===== src/rtl/dwb_pkg.sv =====
// Shared types and constants for the displacement warp block.
// No dependencies.
package dwb_pkg;

  localparam int DEF_IMAGE_WIDTH  = 320;
  localparam int DEF_IMAGE_HEIGHT = 200;

  // Coordinate compare width: covers image sizes up to 8192.
  localparam int CMP_W = 13;
  // Blend sum: 255 * 64 fits in 14 bits.
  localparam int ACC_W = 14;
  localparam int WGT_W = 7;
  localparam logic [WGT_W-1:0] WGT_FULL = 7'd64;

  localparam logic OP_WRITE  = 1'b0;
  localparam logic OP_RENDER = 1'b1;

  typedef logic [1:0] tap_t;
  localparam tap_t TAP_00 = 2'd0;
  localparam tap_t TAP_01 = 2'd1;
  localparam tap_t TAP_10 = 2'd2;
  localparam tap_t TAP_11 = 2'd3;

  typedef struct packed {
    logic wr;     // write item accepted this cycle
    logic load;   // render item accepted this cycle
    logic calc;   // compute position, weights, base address
    logic issue;  // issue one texel read
    tap_t tap;    // which texel of the 2x2 block
  } cmd_t;

  typedef struct packed {
    logic valid;     // displaced texel block lies inside the image
    logic bilinear;  // mode latched with the item
  } status_t;

endpackage


===== src/rtl/dwb_ctrl.sv =====
// Sequencer for the displacement warp: accepts items, steps texel reads.
// Depends on dwb_pkg.
module dwb_ctrl import dwb_pkg::*; (
  input  logic    clk_i,
  input  logic    rst_ni,
  input  logic    start,
  input  logic    operation_i,
  input  status_t status_i,
  output logic    busy,
  output logic    done_o,
  output cmd_t    cmd_o
);

  typedef enum logic [4:0] {
    S_IDLE  = 5'b00001,
    S_CALC  = 5'b00010,
    S_ISSUE = 5'b00100,
    S_DRAIN = 5'b01000,
    S_DONE  = 5'b10000
  } state_e;

  state_e state_q, state_d;
  tap_t   tap_q, tap_d;
  tap_t   tap_last;
  logic   accept;

  assign busy     = !(state_q == S_IDLE || state_q == S_DONE);
  assign done_o   = (state_q == S_DONE);
  assign accept   = start && !busy;
  assign tap_last = status_i.bilinear ? TAP_11 : TAP_00;

  always_comb begin
    state_d = state_q;
    tap_d   = tap_q;
    case (state_q)
      S_IDLE, S_DONE: begin
        if (accept && operation_i == OP_RENDER) begin
          state_d = S_CALC;
        end else begin
          state_d = S_IDLE;
        end
      end
      S_CALC: begin
        tap_d   = TAP_00;
        state_d = S_ISSUE;
      end
      S_ISSUE: begin
        if (!status_i.valid) begin
          state_d = S_DONE;  // black pixel, nothing to read
        end else if (tap_q == tap_last) begin
          state_d = S_DRAIN;
        end else begin
          tap_d = tap_q + 2'd1;
        end
      end
      S_DRAIN: state_d = S_DONE;
      default: state_d = S_IDLE;
    endcase
  end

  always_comb begin
    cmd_o.wr    = accept && (operation_i == OP_WRITE);
    cmd_o.load  = accept && (operation_i == OP_RENDER);
    cmd_o.calc  = (state_q == S_CALC);
    cmd_o.issue = (state_q == S_ISSUE) && status_i.valid;
    cmd_o.tap   = tap_q;
  end

  always_ff @(posedge clk_i or negedge rst_ni) begin
    if (!rst_ni) begin
      state_q <= S_IDLE;
      tap_q   <= TAP_00;
    end else begin
      state_q <= state_d;
      tap_q   <= tap_d;
    end
  end

endmodule


===== config.mk =====
export PLATFORM = sky130hd
export DESIGN_NAME = dwb_ctrl
export DESIGN_NICKNAME = d
export VERILOG_FILES = /design/src/rtl/dwb_pkg.sv /design/src/rtl/dwb_ctrl.sv
export SDC_FILE = /design/constraint.sdc
export NUM_CORES = 1
export LEC_CHECK = 0
export BUFFER_PORTS_ARGS = -buffer_cell sky130_fd_sc_hd__buf_2
export CAP_MARGIN = 20
export CORE_AREA = 4 4 41 43
export CTS_CLUSTER_DIAMETER = 30
export DETAILED_ROUTE_END_ITERATION = 8
export DIE_AREA = 0 0 45 47
export PLACE_DENSITY = 0.58
export SLEW_MARGIN = 20
export SYNTH_ARGS = -nofsm -noshare
export SYNTH_HDL_FRONTEND = slang
export SYNTH_SLANG_ARGS = --single-unit

===== constraint.sdc =====
create_clock -name clk_i -period 1.75 [get_ports clk_i]
set_clock_uncertainty 0.2 [all_clocks]
set_input_delay 0 -clock clk_i [delete_from_list [all_inputs] [get_ports clk_i]]
set_output_delay 0 -clock clk_i [all_outputs]
set_load 0.05 [all_outputs]

==> flow_summary.yaml <==
yosys:
  ys_types: 24
  ys_ff_latch: 7
  synth_nets: 50
  netlist_instances: 44
  yosysSeqAreaShare: 0.429
  synth_area_um2: 412
  ys_warn_count: 0
  syn_area_per_cell_um2: 9.36
timing:
  max_freq_mhz: 577
  worst_pin_slew_ps: 282
  final_max_slew_viol_count: 0
  timing.final.crit_share: 0.990
  setup_viol: 0
  slew_headroom: 0.812
  hold_ws_ps: 19.6
  fin_ws_ps: 18.2
  rsz0062_at_grt: "true"
  min_period_ps: 1730
  hold_viol: 0
placement:
  dp_slack_ps: 101
  hpwl_um: 721
  port_buffers: 13
  gp_congestion: 0.656
worst_setup_path:
  crit_path_end_kind: "output pin"
  crit_cells: 4
  worstPathRequired_ps: 1550
  startpoint_type: "register"
  r2r_end: "tap_q[1]"
  reg2reg_depth: 4
  critical_path.startpoint: "state_q[1]"
  arrival_ps: 1530
  reg2reg_from: "state_q[3]"
  path_buf_inv: 2
  cp_max_fo: 5
  ff2ff_setup_slack_ps: 80
  criticalPathCategory: "register to output pin"
  cpPeakStageDelay_ps: 410
  crit_end: "cmd_o[2]"
  slowest_stage: "or3_4"
  cp_cell_sequence: "or3_4 -> or2_4 -> clkinvlp_4 -> buf_8"
  cp_top_family: "simple AND/OR/NAND/NOR gates"
routing:
  final_antenna_net_count: 0
  drt_iter0_drc: 5
  via_per_inst: 4.88
  wire_per_inst_um: 12.0
  wirelength_mm: 1.03
  drc_errors: 0
  vias: 420
  dr.pass1.iters: 4
die:
  die_w_um: 45
  fp-row-count: 13
  die_h_um: 47
  fp.dieArea_um2: 2120
  coreArea_um2: 1300
  start_util: 0.316
  io_pins: 14
hold_path:
  holdCritPathClass: "input pin to async pin"
final_layout:
  final_cell_mix: "10 x buf_2, 6 x dlygate4sd3_1, 6 x dfrtp_1"
  drive_above_1_share: 0.423
  syn_to_final_growth_pct: 62.6
  final_common_cell: "buf_2"
  diodes: 0
  fin_nets: 78
grt:
  grtUsageTotal: 0.111
  grt_max_degree: 9
  antenna_found_initial: 0
  first_global_vias: 386
  overflow: 0
  grt_pass1_wl_mm: 1.63
clock_tree:
  cts_sinks: 7
  cts_buffer_depth: 2
  clkTransAtPathRegs_ps: 50
  cts_tree: "done"
  numCtsBuffers: 3
  htreeDepth: 1
  cts-root-buf: "clkbuf_4"
  insertion_delay_ps: 260
power:
  leakagePower_nw: 0.318
  p_total_w: 0.000459
  p_per_area_nw_per_um2: 686
  peakVddDrop_v: 0.000428
run:
  drv_cap: 0
outcome:
  outcome: "finished clean"
per-layer routing:
metal  part of all wire  up-vias  GRT usage
met4             0.0058        0     0.0702
li1                   -      214          -
met2               0.50       14      0.167
met5                  0        -          0
met1               0.42      190      0.139
met3              0.066        2     0.0345
worst min-delay path by stage:
stage,to,cells past startpoint
2_1_floorplan,state_q[1],0
3_5_place_dp,state_q[1],1
5_1_grt,state_q[0],2
4_1_cts,state_q[0],2
6_report,state_q[0],2
3_3_place_gp,state_q[1],1
report_power, final:
group	leakage [nW]	switching, W	internal (W)
Sequential	0.0935	0.0000100	0.000171
Combinational	0.210	0.0000763	0.0000507
Clock	0.0150	0.0000639	0.0000873
Total	0.318	0.000150	0.000309
worst reg2reg max path, stage by stage (launching register included):
cell	delay, ps
dfrtp_1	470
nand3b_1	230
buf_4	160
or3_1	300
a31o_1	220
what timing repair did:
| action | in CTS | in global routing |
|---|---|---|
| gates cloned | 0 | 0 |
| setup endpoints to repair | 3 | 4 |
| hold endpoints to repair | 14 | 0 |
| buffers inserted | 0 | 2 |
| pin swaps | 1 | 1 |
| hold buffers | 6 | 0 |
| gates resized for setup | 6 | 2 |
cell type report:
class	count	area, µm²
Clock buffer	4	26.3
Fill cell	132	632
Inverter	2	11.3
Multi-Input combinational cell	35	263
Sequential cell	7	176
Tap cell	15	18.8
Timing Repair Buffer	23	174
synth_stat cells:
| cell type | instances | area (µm²) |
|---|---|---|
| a21oi_1 | 3 | 15.0 |
| nand3b_1 | 1 | 7.51 |
| nand2b_1 | 4 | 25.0 |
| dfrtp_1 | 6 | 150 |
| nor3_1 | 1 | 5.00 |
| a211o_2 | 1 | 10.0 |
| dfstp_2 | 1 | 26.3 |
| nor2b_1 | 1 | 6.26 |
| nor3b_1 | 1 | 7.51 |
| xor2_1 | 2 | 17.5 |
| nand3_1 | 2 | 10.0 |
| nand2_1 | 2 | 7.51 |
| nor2_1 | 4 | 15.0 |
| or3_4 | 1 | 11.3 |
| o21ai_0 | 2 | 10.0 |
| inv_1 | 2 | 7.51 |
| and3b_2 | 1 | 10.0 |
| and4_1 | 2 | 17.5 |
| a32o_1 | 1 | 10.0 |
| or3_1 | 2 | 12.5 |
| o21a_1 | 1 | 7.51 |
| or2_2 | 1 | 6.26 |
| a211oi_1 | 1 | 7.51 |
| a31o_1 | 1 | 8.76 |
registers in the layout, summed over array words and instances, names as in the netlist:
register and count:
tap_q 2, state_q 5
logic make-up (layout without fill, tap and decap cells):
| logic type | Yosys count | count (layout) | share of synthesized area |
|---|---|---|---|
| flops | 7 | 7 | 0.429 |
| compound gates | 10 | 10 | 0.167 |
| buf+inv | 2 | 29 | 0.0182 |
| xor+xnor | 2 | 2 | 0.0426 |
| simple gates | 23 | 23 | 0.343 |
per-stage QoR:
step / utilization / cells / TNS [ps] / cell area, µm²
CTS: 0.495 / 84 / 0 / 644
detailed placement: 0.412 / 74 / 0 / 536
global route: 0.514 / 86 / -31.7 / 669
global placement: 0.412 / 74 / 0 / 536
finish: 0.514 / 86 / 0 / 669
floorplan: - / 44 / 0 / 437
Note: power is estimated with default switching activity, not from simulation.
